### config.mk
export PLATFORM = sky130hd
export DESIGN_NAME = job_slot_table_flat
export DESIGN_NICKNAME = d
export VERILOG_FILES = /design/src/rtl/jst_pkg.sv /design/src/rtl/jst_ifs.sv /design/src/rtl/job_slot_table.sv /design/src/rtl/jst_pid_ram.sv /design/src/rtl/jst_ctrl.sv /design/src/flat_wrapper.sv
export SDC_FILE = /design/constraint.sdc
export NUM_CORES = 1
export LEC_CHECK = 0
export BUFFER_PORTS_ARGS = -buffer_cell sky130_fd_sc_hd__buf_4
export CORE_ASPECT_RATIO = 0.8
export CORE_MARGIN = 8
export CORE_UTILIZATION = 40
export CTS_CLUSTER_SIZE = 14
export DETAILED_ROUTE_END_ITERATION = 12
export PLACE_DENSITY = 0.58
export SLEW_MARGIN = 40
export SYNTH_ARGS = -nofsm -noshare
export SYNTH_HDL_FRONTEND = slang
export SYNTH_SLANG_ARGS = --single-unit
### constraint.sdc
create_clock -name clk -period 6.6 [get_ports clk]
set_input_delay 0 -clock clk [delete_from_list [all_inputs] [get_ports clk]]
set_output_delay 0 -clock clk [all_outputs]
set_load 0.01 [all_outputs]
### src/rtl/jst_pkg.sv
// Shared types and codes for the job slot table.
package jst_pkg;

	localparam int JST_MAX_JOBS = 16;
	localparam int JST_PID_BITS = 22;

	localparam int KIND_W = 2;
	localparam int PID_W  = 22;
	localparam int SLOT_W = 5;
	localparam int STAT_W = 2;

	localparam logic [KIND_W-1:0] K_ADD    = 2'd0;
	localparam logic [KIND_W-1:0] K_REMOVE = 2'd1;
	localparam logic [KIND_W-1:0] K_LOOKUP = 2'd2;
	localparam logic [KIND_W-1:0] K_LATEST = 2'd3;

	localparam logic [STAT_W-1:0] ST_OK   = 2'd0;
	localparam logic [STAT_W-1:0] ST_NONE = 2'd1;
	localparam logic [STAT_W-1:0] ST_FULL = 2'd2;

	typedef struct packed {
		logic [STAT_W-1:0] status;
		logic [SLOT_W-1:0] slot_number;
		logic [PID_W-1:0]  slot_pid;
	} jst_res_t;

endpackage

### src/rtl/jst_ifs.sv
// Request and response channel interfaces of the job slot table.
interface jst_req_if import jst_pkg::*; ();
	logic              valid;
	logic              ready;
	logic [KIND_W-1:0] kind;
	logic [PID_W-1:0]  job_pid;
	logic [SLOT_W-1:0] job_index;

	modport source (output valid, kind, job_pid, job_index, input ready);
	modport sink   (input valid, kind, job_pid, job_index, output ready);
endinterface

interface jst_res_if import jst_pkg::*; ();
	logic              valid;
	logic              ready;
	logic [STAT_W-1:0] status;
	logic [SLOT_W-1:0] slot_number;
	logic [PID_W-1:0]  slot_pid;

	modport source (output valid, status, slot_number, slot_pid, input ready);
	modport sink   (input valid, status, slot_number, slot_pid, output ready);
endinterface

### src/rtl/job_slot_table.sv
// Top level of the job slot table: sequencer, pid store and response register.
//
// Requests arrive as beats on req (kind, job_pid, job_index); one response beat
// per request leaves on rsp (status, slot_number, slot_pid). One request is in
// work at a time, and the next is taken while a response still waits in the
// output register.
//
// Work per request, with the scan going one slot a cycle and the pid store
// giving read data in the cycle after the address:
//   add     lowest free slot by valid bits
//   remove  one pid read a cycle, compare pipelined
//   lookup  one pid read for a valid slot
//   latest  highest valid slot by valid bits, then one read
// The next request beat is taken the cycle after the response leaves the
// sequencer.
//
// Reset clears all valid bits at once: every slot is free and the pid store
// needs no clearing. When rsp stalls, the response register holds its beat
// and the sequencer holds its finished result until the register frees.
module job_slot_table import jst_pkg::*; #(
	parameter int MAX_JOBS = JST_MAX_JOBS,
	parameter int PID_BITS = JST_PID_BITS
) (
	input  logic      clk,
	input  logic      arst_n,
	jst_req_if.sink   req,
	jst_res_if.source rsp
);

	localparam int AW = (MAX_JOBS > 1) ? $clog2(MAX_JOBS) : 1;

	logic                res_valid;
	logic                res_ready;
	jst_res_t            res;
	logic                mem_we;
	logic [AW-1:0]       mem_waddr;
	logic [PID_BITS-1:0] mem_wdata;
	logic                mem_re;
	logic [AW-1:0]       mem_raddr;
	logic [PID_BITS-1:0] mem_rdata;

	logic                out_vld_q;
	jst_res_t            out_q;

	jst_ctrl #(
		.MAX_JOBS (MAX_JOBS),
		.PID_BITS (PID_BITS),
		.AW       (AW)
	) u_ctrl (
		.clk       (clk),
		.arst_n    (arst_n),
		.req       (req),
		.res_valid (res_valid),
		.res_ready (res_ready),
		.res       (res),
		.mem_we    (mem_we),
		.mem_waddr (mem_waddr),
		.mem_wdata (mem_wdata),
		.mem_re    (mem_re),
		.mem_raddr (mem_raddr),
		.mem_rdata (mem_rdata)
	);

	jst_pid_ram #(
		.DEPTH (MAX_JOBS),
		.AW    (AW),
		.W     (PID_BITS)
	) u_pid_ram (
		.clk   (clk),
		.we    (mem_we),
		.waddr (mem_waddr),
		.wdata (mem_wdata),
		.re    (mem_re),
		.raddr (mem_raddr),
		.rdata (mem_rdata)
	);

	// take a new result when the register is empty or its beat leaves now
	assign res_ready = !out_vld_q || rsp.ready;

	always_ff @(posedge clk or negedge arst_n) begin
		if (!arst_n) begin
			out_vld_q <= 1'b0;
		end else if (res_valid && res_ready) begin
			out_vld_q <= 1'b1;
		end else if (rsp.ready) begin
			out_vld_q <= 1'b0;
		end
	end

	always_ff @(posedge clk) begin
		if (res_valid && res_ready) begin
			out_q <= res;
		end
	end

	assign rsp.valid       = out_vld_q;
	assign rsp.status      = out_q.status;
	assign rsp.slot_number = out_q.slot_number;
	assign rsp.slot_pid    = out_q.slot_pid;

endmodule

### src/rtl/jst_pid_ram.sv
// Pid store: one write port, one registered read port.
module jst_pid_ram #(
	parameter int DEPTH = 16,
	parameter int AW    = 4,
	parameter int W     = 22
) (
	input  logic          clk,
	input  logic          we,
	input  logic [AW-1:0] waddr,
	input  logic [W-1:0]  wdata,
	input  logic          re,
	input  logic [AW-1:0] raddr,
	output logic [W-1:0]  rdata
);

	logic [W-1:0] mem [DEPTH];

	always_ff @(posedge clk) begin
		if (we) begin
			mem[waddr] <= wdata;
		end
		if (re) begin
			rdata <= mem[raddr];
		end
	end

endmodule

### src/rtl/jst_ctrl.sv
// Request sequencer: slot valid bits and the slot-by-slot scan.
module jst_ctrl import jst_pkg::*; #(
	parameter int MAX_JOBS = JST_MAX_JOBS,
	parameter int PID_BITS = JST_PID_BITS,
	parameter int AW       = (MAX_JOBS > 1) ? $clog2(MAX_JOBS) : 1
) (
	input  logic                clk,
	input  logic                arst_n,
	jst_req_if.sink             req,
	output logic                res_valid,
	input  logic                res_ready,
	output jst_res_t            res,
	output logic                mem_we,
	output logic [AW-1:0]       mem_waddr,
	output logic [PID_BITS-1:0] mem_wdata,
	output logic                mem_re,
	output logic [AW-1:0]       mem_raddr,
	input  logic [PID_BITS-1:0] mem_rdata
);

	localparam logic [AW-1:0] LAST = AW'(MAX_JOBS - 1);

	localparam logic [1:0] S_IDLE = 2'd0;
	localparam logic [1:0] S_SCAN = 2'd1;
	localparam logic [1:0] S_READ = 2'd2;
	localparam logic [1:0] S_DONE = 2'd3;

	localparam jst_res_t RES_NONE = '{status: ST_NONE, slot_number: '0, slot_pid: '0};
	localparam jst_res_t RES_FULL = '{status: ST_FULL, slot_number: '0, slot_pid: '0};

	logic [1:0]          state_q, state_d;
	logic [KIND_W-1:0]   kind_q;
	logic [PID_BITS-1:0] pid_q;
	logic [AW-1:0]       ptr_q, ptr_d;
	logic [AW-1:0]       ptr_s1, ptr_s1_d;
	logic                chk_s1, chk_s1_d;
	logic [MAX_JOBS-1:0] valid_q, valid_d;
	jst_res_t            res_q, res_d;

	logic [AW+4:0]       lk_sum;
	logic [AW-1:0]       lk_addr;
	logic                lk_hit;

	// slot numbers count from one
	function automatic logic [SLOT_W-1:0] slot_num(input logic [AW-1:0] p);
		logic [AW:0] s;
		s = {1'b0, p} + (AW+1)'(1);
		return SLOT_W'(s);
	endfunction

	assign lk_sum  = (AW+5)'(req.job_index) - (AW+5)'(1);
	assign lk_addr = lk_sum[AW-1:0];
	assign lk_hit  = (req.job_index != '0) && (int'(req.job_index) <= MAX_JOBS)
		&& valid_q[lk_addr];

	assign req.ready = (state_q == S_IDLE);
	assign res_valid = (state_q == S_DONE);
	assign res       = res_q;

	always_comb begin
		state_d   = state_q;
		ptr_d     = ptr_q;
		ptr_s1_d  = ptr_s1;
		chk_s1_d  = 1'b0;
		valid_d   = valid_q;
		res_d     = res_q;
		mem_we    = 1'b0;
		mem_waddr = ptr_q;
		mem_wdata = pid_q;
		mem_re    = 1'b0;
		mem_raddr = ptr_q;
		unique case (state_q)
			S_IDLE: begin
				if (req.valid) begin
					unique case (req.kind) inside
						K_ADD, K_REMOVE: begin
							ptr_d   = '0;
							state_d = S_SCAN;
						end
						K_LATEST: begin
							ptr_d   = LAST;
							state_d = S_SCAN;
						end
						K_LOOKUP: begin
							if (lk_hit) begin
								mem_re    = 1'b1;
								mem_raddr = lk_addr;
								ptr_s1_d  = lk_addr;
								state_d   = S_READ;
							end else begin
								res_d   = RES_NONE;
								state_d = S_DONE;
							end
						end
						default: state_d = S_IDLE;
					endcase
				end
			end
			S_SCAN: begin
				case (kind_q)
					K_ADD: begin
						if (!valid_q[ptr_q]) begin
							mem_we         = 1'b1;
							valid_d[ptr_q] = 1'b1;
							res_d   = '{status: ST_OK, slot_number: slot_num(ptr_q),
								slot_pid: PID_W'(pid_q)};
							state_d = S_DONE;
						end else if (ptr_q == LAST) begin
							res_d   = RES_FULL;
							state_d = S_DONE;
						end else begin
							ptr_d = ptr_q + AW'(1);
						end
					end
					K_REMOVE: begin
						// issue one read a cycle, compare the previous one
						mem_re   = 1'b1;
						chk_s1_d = 1'b1;
						ptr_s1_d = ptr_q;
						if (ptr_q != LAST) begin
							ptr_d = ptr_q + AW'(1);
						end
						if (chk_s1) begin
							if (valid_q[ptr_s1] && (mem_rdata == pid_q)) begin
								valid_d[ptr_s1] = 1'b0;
								res_d   = '{status: ST_OK, slot_number: slot_num(ptr_s1),
									slot_pid: PID_W'(mem_rdata)};
								state_d = S_DONE;
							end else if (ptr_s1 == LAST) begin
								res_d   = RES_NONE;
								state_d = S_DONE;
							end
						end
					end
					K_LATEST: begin
						if (valid_q[ptr_q]) begin
							mem_re   = 1'b1;
							ptr_s1_d = ptr_q;
							state_d  = S_READ;
						end else if (ptr_q == '0) begin
							res_d   = RES_NONE;
							state_d = S_DONE;
						end else begin
							ptr_d = ptr_q - AW'(1);
						end
					end
					default: begin
						res_d   = RES_NONE;
						state_d = S_DONE;
					end
				endcase
			end
			S_READ: begin
				res_d   = '{status: ST_OK, slot_number: slot_num(ptr_s1),
					slot_pid: PID_W'(mem_rdata)};
				state_d = S_DONE;
			end
			S_DONE: begin
				if (res_ready) begin
					state_d = S_IDLE;
				end
			end
			default: state_d = S_IDLE;
		endcase
	end

	always_ff @(posedge clk or negedge arst_n) begin
		if (!arst_n) begin
			state_q <= S_IDLE;
			valid_q <= '0;
			chk_s1  <= 1'b0;
		end else begin
			state_q <= state_d;
			valid_q <= valid_d;
			chk_s1  <= chk_s1_d;
		end
	end

	always_ff @(posedge clk) begin
		ptr_q  <= ptr_d;
		ptr_s1 <= ptr_s1_d;
		res_q  <= res_d;
		if (req.valid && req.ready) begin
			kind_q <= req.kind;
			pid_q  <= PID_BITS'(req.job_pid);
		end
	end

	a_we_only_add: assert property (@(posedge clk) disable iff (!arst_n)
		mem_we |-> (state_q == S_SCAN) && (kind_q == K_ADD))
		else $error("pid store written outside an add scan");

	a_full_all_valid: assert property (@(posedge clk) disable iff (!arst_n)
		(res_valid && (res_q.status == ST_FULL)) |-> (&valid_q))
		else $error("full reported with a free slot");

	a_one_slot_change: assert property (@(posedge clk) disable iff (!arst_n)
		1'b1 |=> ($countones(valid_q) <= $countones($past(valid_q)) + 1)
			&& ($countones(valid_q) + 1 >= $countones($past(valid_q))))
		else $error("more than one slot changed in a cycle");

	a_done_status_legal: assert property (@(posedge clk) disable iff (!arst_n)
		(res_valid && (res_q.status == ST_OK)) |-> (res_q.slot_number != '0)
			|| (MAX_JOBS > 31))
		else $error("ok result without a slot number");

endmodule

### src/flat_wrapper.sv
// flat-port wrapper written by rule: the top's interface ports become plain ports
module job_slot_table_flat import jst_pkg::*;
#(
	parameter int MAX_JOBS = JST_MAX_JOBS,
	parameter int PID_BITS = JST_PID_BITS
)
  (clk, arst_n, req_valid, req_kind, req_job_pid, req_job_index, req_ready, rsp_valid, rsp_status, rsp_slot_number, rsp_slot_pid, rsp_ready);
  jst_req_if req_i ();
  jst_res_if rsp_i ();
  input  logic clk;
  input  logic arst_n;
  input wire logic [$bits(req_i.valid)-1:0] req_valid;
  input wire logic [$bits(req_i.kind)-1:0] req_kind;
  input wire logic [$bits(req_i.job_pid)-1:0] req_job_pid;
  input wire logic [$bits(req_i.job_index)-1:0] req_job_index;
  output wire logic [$bits(req_i.ready)-1:0] req_ready;
  output wire logic [$bits(rsp_i.valid)-1:0] rsp_valid;
  output wire logic [$bits(rsp_i.status)-1:0] rsp_status;
  output wire logic [$bits(rsp_i.slot_number)-1:0] rsp_slot_number;
  output wire logic [$bits(rsp_i.slot_pid)-1:0] rsp_slot_pid;
  input wire logic [$bits(rsp_i.ready)-1:0] rsp_ready;
  assign req_i.valid = req_valid;
  assign req_i.kind = req_kind;
  assign req_i.job_pid = req_job_pid;
  assign req_i.job_index = req_job_index;
  assign req_ready = req_i.ready;
  assign rsp_valid = rsp_i.valid;
  assign rsp_status = rsp_i.status;
  assign rsp_slot_number = rsp_i.slot_number;
  assign rsp_slot_pid = rsp_i.slot_pid;
  assign rsp_i.ready = rsp_ready;
  job_slot_table #(.MAX_JOBS(MAX_JOBS), .PID_BITS(PID_BITS)) u_core (.clk(clk), .arst_n(arst_n), .req(req_i), .rsp(rsp_i));
endmodule
* Yosys cells after proc, flatten, opt, wreduce, memory -nomap -nowiden
Memories as Yosys holds them, arrays and structs flattened. A register that Yosys moved wholly into a read port is not among the register bits.
Cells that the tools add are included.
** Cells by class
- Multiplexer cells :: 73
- Reductions and logical operators :: 25
- Magnitude comparators :: 6
- Equal/unequal tests :: 34
- $add $sub $neg :: 5
- Bitwise logic cells :: 3
** Operator list (count)
- $mux W29 :: 10
- $pmux W29 S3 :: 2
- $mux W4 :: 14
- $mux W16 :: 3
- $pmux W16 S2 :: 1
- $pmux W4 S2 :: 4
- $ne A3 B3 Y1 const B :: 8
- $eq A22 B22 Y1 :: 1
- $mux W1 :: 19
- $mux W2 :: 9
- $reduce_and A9 Y1 :: 2
- $and A16 B16 Y16 :: 1
- $ne A4 B4 Y1 const B :: 4
- $not A16 Y16 :: 1
- $or A16 B16 Y16 :: 1
- $lt A4 B5 Y1 const B :: 3
- $bmux W1 S4 :: 3
- $ne A2 B2 Y1 const B :: 6
- $pmux W4 S3 :: 1
- $reduce_and A6 Y1 :: 2
- $add A4 B1 Y5 const B :: 2
- $eq A2 B2 Y1 const B :: 5
- $demux W1 S4 :: 2
- $eq A4 B4 Y1 const B :: 2
- 24 further kinds :: 40
** Storage, ports and cells
- Register bits after elaboration :: 110
- Memories :: 1
- Bits in writable memories :: 352
- Word-level logic and storage cells :: 161
** Memories
- u_core.u_pid_ram.mem :: words 16, width 22, rd ports 1, clocked after Yosys merged registers in 1, write ports 1, line jst_pid_ram.sv:16 : logic [W-1:0] mem [DEPTH];

* Depth between registers and ports, before layout
Gate-level depths: netlist of the first run.
- Depth in word-level cells :: 9
- Mapped depth :: 13

* Hierarchy
Synthesis of the first run repeated with hierarchy kept, for this count alone.
** Second synthesis, totals
- Cells, all modules :: 965
- Area total of the unflattened synthesis :: 19501.2 um^2
** Modules (own cells, without submodules)
- jst_pid_ram :: seq. area each 11230.8 um^2, area an instance 14042.2 um^2, times used 1, cells an instance 583
- jst_ctrl :: seq. area each 2307.2 um^2, area an instance 4534.3 um^2, times used 1, cells an instance 349
- job_slot_table :: seq. area each 895.9 um^2, area an instance 924.6 um^2, times used 1, cells an instance 33

* Worst setup path after synthesis of the first run
OpenSTA, ideal clock, no wires.
- Kind :: reg-to-reg
- Start :: reg u_core.u_ctrl.ptr_q[0] (netlist: u_core.u_ctrl.mem_waddr[0])
- End :: reg u_core.u_ctrl.res_q (netlist bit u_core.u_ctrl.res[0]), enable pin
- Clock period less this slack :: 4.620 ns
- Cell stages (with the launch flop) :: 8
- Data required time :: 6.149 ns
- Library setup time :: 0.451 ns
- Slack :: 1.980 ns
- Data arrival time :: 4.169 ns
- Path through :: edfxtp_1 -> clkbuf_1 -> mux4_2 -> mux4_2 -> nor3b_1 -> a21oi_1 -> o21ai_0 -> nor3_1
** Between the ends
- Longest elaborated chain between the ends :: 4
** Ends and longest elaborated chain
- start, declared :: line jst_ctrl.sv:34 : logic [AW-1:0] ptr_q, ptr_d;
- start signal, assigned :: line jst_ctrl.sv:180 : ptr_q <= ptr_d;
- $bmux W1 S4 :: line jst_ctrl.sv:102, jst_ctrl.sv:136
- $mux W1 (not written as such) :: line jst_ctrl.sv:102, jst_ctrl.sv:136
- $ne A4 B4 Y1 (no source line) / $ne A3 B3 Y1 (equally long branches)
- $reduce_and A9 Y1 (no source line) (*)
- end signal, assigned :: line jst_ctrl.sv:182 : res_q <= res_d;
- end, declared :: line jst_ctrl.sv:38 : jst_res_t res_q, res_d;
Mark *: on every way between the ends. The rest lies on a longest branch, timed or not. The select of a mux whose other input is x is not followed.
A chain may end at the register's enable or synchronous reset.

* Final worst setup path of the first run
- Start :: in req_job_index[0]
- End :: reg u_core.u_pid_ram.rdata[18], read port of u_core.u_pid_ram.mem, data pin
** Between the ends
- Longest elaborated chain between the ends :: 8
** Ends and longest elaborated chain
- start, declared :: line flat_wrapper.sv:15 : input wire logic [$bits(req_i.job_index)-1:0] req_job_index;
- $sub A4 B1 Y4 :: line jst_ctrl.sv:51 : assign lk_sum = (AW+5)'(req.job_index) - (AW+5)'(1);
- $bmux W1 S4 :: line jst_ctrl.sv:54 : && valid_q[lk_addr];
- $mux W1 (not written as such) :: line jst_ctrl.sv:54
- $logic_and A1 B1 Y1 :: line jst_ctrl.sv:54
- $mux W1 / $mux W4 (equally long branches) :: line jst_ctrl.sv:85 : if (lk_hit) begin
- $mux W1 / $mux W4 (equally long branches) :: line jst_ctrl.sv:75 : unique case (req.kind) inside
- $mux W1 / $mux W4 (equally long branches) :: line jst_ctrl.sv:74 : if (req.valid) begin
- $pmux W1 S2 / $mux W4 (equally long branches) :: line jst_ctrl.sv:72 : unique case (state_q)
- end, declared :: line jst_pid_ram.sv:13 : output logic [W-1:0] rdata
Several ways; a longest one is shown, not always the timed one. The select of a mux whose other input is x is not followed.

==> results of run 1 <==
==> registers in the layout, summed over array words and instances, names as in the netlist, 4 cells and up <==
signal                   cells
u_core.u_ctrl.valid_q       16
u_core.u_ctrl.mem_waddr      4
u_core.u_ctrl.res           29
u_core.u_pid_ram.rdata      22
u_core.u_ctrl.ptr_s1         4
u_core.u_ctrl.mem_wdata     22
u_core.u_pid_ram.mem       352
u_core.rsp.slot_pid         22
u_core.rsp.slot_number       5
==> cell type report <==
cell class              instances  share of cell area [%]
clock inverters                19                  0.9550
inverters                      13                  0.2153
flip-flops and latches        484                   63.68
multi-input cells             571                   21.28
repair buffers                126                   4.681
clock buffers                  65                   5.719
well taps                     629                   3.472
==> layer usage <==
layer | part of all wire [%] | vias to the layer above
met1 | 46 | 5454
met4 | 1.9 | 2
li1 | - | 4744
met5 | 0.025 | -
met2 | 44 | 383
met3 | 7.9 | 69
==> kinds of logic after synthesis <==
| group | after synthesis |
|---|---|
| XOR/XNOR | 35 |
| buffers and inverters | 72 |
| adder cells (fa/ha/maj) | 16 |
| AO/OA/AOI/OAI | 176 |
| multiplexers | 201 |
| flip-flops | 484 |
| AND/OR/NAND/NOR | 143 |
==> cell usage in the layout, fill, tap and decap left out, types with 4 or more instances in the layout <==
master / synthesis / routed
nand4_1: 16 / 16
or4_1: 22 / 22
a21o_1: 11 / 11
a31oi_2: 0 / 8
xor2_1: 6 / 6
mux4_2: 13 / 13
clkbuf_16: 0 / 49
o21ai_0: 14 / 13
nor2_1: 8 / 7
a21oi_1: 11 / 10
xnor2_1: 28 / 28
nor3_1: 9 / 6
dlygate4sd3_1: 0 / 28
nand2_1: 12 / 12
clkinv_2: 0 / 7
nor4_1: 5 / 5
a22oi_1: 25 / 25
bufinv_16: 0 / 5
o22ai_1: 89 / 89
a31oi_1: 12 / 4
clkbuf_1: 41 / 15
inv_1: 12 / 12
ha_1: 15 / 15
nand3_1: 5 / 5
edfxtp_1: 464 / 464
mux2i_1: 185 / 184
nor2b_1: 35 / 35
clkinv_1: 1 / 7
nand2b_1: 5 / 5
dfrtp_1: 20 / 20
buf_4: 0 / 94
and3_1: 15 / 15
==> metrics by stage <==
stage                     hold WS [ns]  worst slack [ns]  utilization, %  instance area (um2)  total power, W
after global routing            0.1276             1.765           47.03                22670        0.009970
after floorplan                -0.2956             1.980               -                19440        0.005966
after global placement        -0.08182             2.152           43.21                20830        0.006869
after detailed placement      -0.08168             2.048           43.25                20840        0.006921
final                           0.1055             2.050           47.03                22670        0.009554
after CTS                      0.05151             2.056           47.01                22660        0.009612
==> power by group <==
group | internal (W) | switching, W | leakage, nW
Clock | 0.00156 | 0.00112 | 0.740
Sequential | 0.00395 | 0.000308 | 4.49
Combinational | 0.00108 | 0.00154 | 2.71
Total | 0.00659 | 0.00296 | 7.93
==> path summary, 6_finish.rpt <==
check,slack (ns),to,startpoint
max in group asynchronous,5.98,u_core.u_ctrl.valid_q[2],arst_n
min reg2reg,0.42,u_core.rsp.slot_pid[2],u_core.u_ctrl.res[2]
min,0.11,u_core.u_ctrl.ptr_s1[3],req_job_index[3]
min in group asynchronous,0.45,u_core.u_ctrl.valid_q[4],arst_n
max,2.05,u_core.u_pid_ram.rdata[18],req_job_index[0]
max reg2reg,2.29,u_core.u_pid_ram.rdata[18],u_core.u_ctrl.state_q[0]
==> worst max-delay path: cells and delay by family <==
| kind | cells | cell delay [ns] |
|---|---|---|
| compound gates | 3 | 0.91 |
| xor+xnor | 1 | 0.38 |
| fa+ha+maj | 1 | 0.29 |
| buf+inv | 4 | 1.32 |
| mux | 3 | 1.27 |
| simple gates | 1 | 0.53 |
==> qor.csv, run 1 <==
stage;metric;value;unit
outcome;status;finished clean;
yosys;Mean Syn Cell Area;17.25;um2
placement;routability cong.;0.8171;
yosys;FFs w/ async S/R, synth;4.132;%
setup_path;CP Launch Type;input pin;
final_layout;register area;14430;um2
yosys;register bit count reported by yosys;484;
yosys;post-synth top area cell;edfxtp_1;
cts;Reg clk slew, reported paths;0.06;ns
yosys;Synth warnings;0;
placement;Placed Instances;1794;
sta;Clock Skew;0.01966;ns
sta;Final Hold Vio Count;0;
floorplanning;die area;55960;um2
routing;Pre-antenna DRT Iters;5;
cts;TritonCTS clock tree;done;
sta;relative slew slack;49.06;%
floorplanning;site row count;72;
cts;# hold bufs at CTS;29;
sta;Finish-stage setup viols;0;
sta;Worst-Margin Slew;0.7641;ns
setup_path;CP required;6.90;ns
final_layout;layout cells sized above 1;15.65;%
cts;number of setup buffers added after CTS;0;
final_layout;n_diodes;0;
cts;clock tree buffer depth;3;
cts;htree depth;2;
routing;final antenna-violating net count;0;
final_layout;final non-filler cell total;1907;
grt;GR Util All Layers;16.93;%
yosys;Yosys cell types;48;
final_layout;area of the multi-input gates;4822;um2
grt;number of antenna violations at the first check in global routing;1;
cts;post_cts resized;0;
floorplanning;core area;48200;um2
yosys;Mapped Nets;1176;
min_path;HP Class;in -> reg;
yosys;synth top area cells;edfxtp_1, mux2i_1, o22ai_1;
sta;crit share post-route;68.93;%
yosys;most numerous cell in the Yosys netlist;edfxtp_1;
placement;port buffer count;63;
floorplanning;Initial Utilization;40.34;%
pwr;Pwr Density;421.5;nW/um2
grt;grt ovf;0;
floorplanning;Die X-Extent;262.5;um
yosys;sequential area share after synthesis;74.24;%
job;max-cap check violation count;0;
sta;Sum Neg Setup Slack;0;ns
floorplanning;Die Y;213.2;um
yosys;Mapped Cells;1127;
yosys;Post-synth EDFFs;464;
grt;GR Util met3;4.120;%
grt;first-pass GRT wire length;70810;um
pwr;Peak VDD IR;299.6;uV
cts;Clk Latency, worst-skew pair;0.57;ns
yosys;XOR/XNOR share of the synthesized area;1.615;%
routing;vias;10652;
yosys;synthesized-area fraction occupied by adder cells;1.068;%
pwr;leak pwr;7.935;nW
grt;gr busiest metal;met2;
sta;final slew viol count;0;
grt;met1 Use GR;24.13;%
yosys;simple-gate area share of the yosys netlist;4.415;%
setup_path;FF-to-FF path depth;12;
sta;Fmax;219.8;MHz
setup_path;WP data arrival;4.85;ns
cts;root buffer cell;clkbuf_16;
floorplanning;IO Pins;64;
yosys;compound-cell area share of the yosys netlist;5.953;%
cts;CTS Sinks;484;
setup_path;Setup Crit Path Kind;in -> reg;
setup_path;worst stage delay on the critical path;0.57;ns
grt;vias in the first global route;10563;
yosys;Yosys top cell area share;71.67;%
routing;DRC violations left;0;
yosys;post-synthesis mux area share;11.20;%
grt;met2 Usage GRT;25.87;%
setup_path;CP max stage cell;mux4_2;
final_layout;P&R area growth vs syn;16.59;%
yosys;main combinational cell family by area after synthesis;multiplexers;
min_path;hold path cells;3;
routing;via/cell ratio;5.586;
yosys;top_reg_cell synth;edfxtp_1;
setup_path;CP Cell Sequence;dlygate4sd3_1, buf_4, inv_1, ha_1, xor2_2, mux4_2, a32o_1, a21oi_4, mux2i_4, buf_12, mux2i_1, o22ai_1, or4_1;
setup_path;crit end category;flop;
placement;detailed placement HPWL;26590;um
sta;unrepaired setup endpoints after global routing;false;
sta;Tmin final;4.550;ns
final_layout;Net count, final;1293;
routing;total wire length;48270;um
cts;CTS buffer count;48;
grt;largest net degree at the start of global routing;97;
final_layout;Fillers;4053;
yosys;Post-synth top cells;edfxtp_1, mux2i_1, o22ai_1;
setup_path;crit-path max FO;96;
routing;wire per inst;25.31;um
routing;Starting DRT DRC Count;1105;
yosys;synthesized area;19440;um2
(Power assumes the default switching activity.)
==> run 2, diff against run 1 <==
Settings changed: ABC_AREA from default to 1, PLACE_DENSITY 0.58 to 0.6.
Clock period 6.6 ns to 4.02 ns, I/O delays scaled along.
==> run 2 against run 1 <==
- die area up 14%
- total power is 83% higher
- clock power increased by 63%
- utilization is 0.20 points lower
- sequential power rose by 65%
- critical path depth increased by 4
- global-route usage increased by 3.5 points
- highest routed layer is now met4
==> qor.csv, run 2 <==
stage;metric;value;unit;change
yosys;Mapped Nets;2230;;was 1,176
sta;Tmin final;3.419;ns;
routing;total wire length;65380;um;was 48,270 um
sta;Clock Skew;0.02979;ns;was 0.01966 ns
yosys;Mapped Cells;2181;;was 1,127
cts;number of setup buffers added after CTS;0;;unchanged
cts;root buffer cell;clkbuf_16;;unchanged
cts;CTS buffer count;47;;was 48
final_layout;commonest non-fill, non-tap cells in the layout;edfxtp_1, nand3_1, nand2_1;;was edfxtp_1, mux2i_1, buf_4
setup_path;crit end category;flop;;unchanged
setup_path;WP data arrival;3.76;ns;was 4.85 ns
cts;CTS Sinks;484;;unchanged
sta;Final Hold Vio Count;0;;unchanged
setup_path;Setup Crit Path Kind;in -> reg;;unchanged
placement;routability cong.;0.8718;;was 0.8171
routing;vias;16271;;was 10,652
final_layout;P&R area growth vs syn;15.98;%;was 16.59%
floorplanning;site row count;77;;was 72
grt;number of antenna violations at the first check in global routing;0;;was 1
sta;Worst-Margin Slew;0.8590;ns;was 0.7641 ns
routing;Pre-antenna DRT Iters;6;;was 5
placement;port buffer count;63;;unchanged
floorplanning;Die X-Extent;279.9;um;was 262.5 um
yosys;synth top area cells;edfxtp_1, nand3_1, nand2_1;;was edfxtp_1, mux2i_1, o22ai_1
cts;post_cts resized;0;;unchanged
yosys;top_reg_cell synth;edfxtp_1;;unchanged
yosys;sequential area share after synthesis;64.77;%;was 74.24%
cts;clock tree buffer depth;3;;unchanged
setup_path;CP required;4.36;ns;was 6.90 ns
floorplanning;core area;55200;um2;was 48,200 um2
setup_path;crit-path max FO;25;;was 96
grt;GR Util All Layers;20.38;%;was 16.93%
floorplanning;die area;63570;um2;was 55,960 um2
sta;Fmax;292.5;MHz;
job;max-cap check violation count;0;;unchanged
sta;Sum Neg Setup Slack;0;ns;unchanged
placement;detailed placement HPWL;38920;um;was 26,590 um
sta;relative slew slack;42.52;%;was 49.06%
yosys;synthesized area;22290;um2;was 19,440 um2
grt;largest net degree at the start of global routing;75;;was 97
min_path;HP Class;in -> async;;was in -> reg
final_layout;Post-Route Utilization;46.82;%;was 47.03%
yosys;Post-synth EDFFs;464;;unchanged
grt;first-pass GRT wire length;98050;um;was 70,810 um
final_layout;layout cells sized above 1;10.76;%;was 15.65%
floorplanning;IO Pins;64;;unchanged
yosys;most numerous cell in the Yosys netlist;edfxtp_1;;unchanged
cts;TritonCTS clock tree;done;;unchanged
outcome;status;finished clean;;unchanged
pwr;Final Power;0.01753;W;was 0.009554 W
routing;final antenna-violating net count;0;;unchanged
final_layout;Top reg by flops;u_core.u_pid_ram.mem;;unchanged
final_layout;Net count, final;2335;;was 1,293
final_layout;number of flip-flops in the largest register;352;;unchanged
routing;DRC violations left;0;;unchanged
setup_path;CP Launch Type;input pin;;unchanged
yosys;FFs w/ async S/R, synth;4.132;%;unchanged
yosys;Post-synth top cells;edfxtp_1, nand3_1, nand2_1;;was edfxtp_1, mux2i_1, o22ai_1
pwr;leak pwr;10.33;nW;was 7.935 nW
floorplanning;Die Y;227.1;um;was 213.2 um
routing;wire per inst;21.27;um;was 25.31 um
final_layout;n_diodes;0;;unchanged
yosys;register bit count reported by yosys;484;;unchanged
sta;Finish-stage setup viols;0;;unchanged
pwr;Pwr Density;678.0;nW/um2;was 421.5 nW/um2
cts;htree depth;2;;unchanged
routing;Starting DRT DRC Count;1766;;was 1,105
final_layout;Fillers;5092;;was 4,053
sta;unrepaired setup endpoints after global routing;false;;unchanged
yosys;Yosys cell types;42;;was 48
sta;final slew viol count;0;;unchanged
cts;Clk Latency, worst-skew pair;0.60;ns;was 0.57 ns
cts;Reg clk slew, reported paths;0.06;ns;about the same
yosys;Synth warnings;0;;unchanged
pwr;Peak VDD IR;443.3;uV;was 299.6 uV
sta;crit share post-route;85.06;%;
final_layout;most common cell after layout, fill and taps aside;edfxtp_1;;unchanged
grt;grt ovf;0;;unchanged
cts;# hold bufs at CTS;30;;was 29
routing;via/cell ratio;5.295;;was 5.586
yosys;post-synth top area cell;edfxtp_1;;unchanged
yosys;Mean Syn Cell Area;10.22;um2;was 17.25 um2
floorplanning;Initial Utilization;40.37;%;was 40.34%
grt;vias in the first global route;15684;;was 10,563
yosys;Yosys top cell area share;62.52;%;was 71.67%
==> run 2: changes by cell type in the layout (fill, tap and decap cells not counted), sizes merged, moves of 86 or more <==
cell and delta:
inv +371, o21ai +86, nand2 +410, mux2i -185, nand3 +421, o22ai -88
==> run 2: final timing paths <==
kind	start	end	slack, ns	cells past startpoint
setup / recovery	req_job_index[0]	u_core.u_pid_ram.rdata[18]	0.60	17
hold / removal	arst_n	u_core.u_ctrl.valid_q[14]	0.02	3
setup reg to reg	u_core.u_ctrl.mem_wdata[15]	u_core.u_ctrl.res[15]	0.71	10
hold reg to reg	u_core.u_ctrl.res[26]	u_core.rsp.slot_number[4]	0.42	0
max in group asynchronous	arst_n	u_core.u_ctrl.chk_s1	3.66	3
min in group clk	req_valid	u_core.u_ctrl.state_q[0]	0.04	5
==> run 2: metrics by stage <==
step	hold slack, ns	setup WS, ns	instance area, um2	std cells
2_1_floorplan	-0.2956	0.1478	22290	2181
3_3_place_gp	-0.09593	0.6895	24050	2957
3_5_place_dp	-0.09280	0.6072	24050	2957
4_1_cts	0.02373	0.6544	25850	3073
5_1_grt	0.05822	0.4485	25850	3073
6_report	0.01657	0.6008	25850	3073
==> run 2: critical path, stage by stage <==
cell	delay, ns
dlygate4sd3_1	0.56
buf_4	0.20
inv_2	0.12
ha_1	0.45
inv_2	0.17
nand3_1	0.09
nand3_1	0.07
nand2_1	0.07
nor2_2	0.14
nor2_4	0.08
nand3_4	0.14
inv_2	0.09
o21ai_4	0.67
buf_4	0.50
nand3_1	0.14
nand3_1	0.14
nand2_1	0.08
==> run 2: where the power goes <==
group          internal [W]  switching [W]
Combinational       0.00185        0.00428
Clock               0.00241        0.00196
Sequential          0.00649       0.000530
==> run 2: final cells by class <==
cell class	instances	area (um2)	area share [%]
flip-flops and latches	484	14430	55.84
multi-input cells	1204	6043	23.38
repair buffers	166	1499	5.799
inverters	383	1438	5.562
clock buffers	59	1242	4.807
well taps	750	938.4	3.630
clock inverters	27	254.0	0.9826
==> run 2: kinds of logic after synthesis <==
group | share of synthesized area [%]
compound gates | 3.705
flops | 64.77
simple gates | 21.17
buf+inv | 8.724
xor+xnor | 0.7074
fa+ha+maj | 0.9320
==> run 2: layer usage <==
| metal | GRT usage [%] | up-vias | share of wire, % |
|---|---|---|---|
| li1 | - | 7519 | - |
| met1 | 28.79 | 7860 | 44 |
| met2 | 30.55 | 756 | 43 |
| met3 | 4.589 | 136 | 9.7 |
| met4 | 7.805 | 0 | 3.5 |
| met5 | 0 | - | 0 |
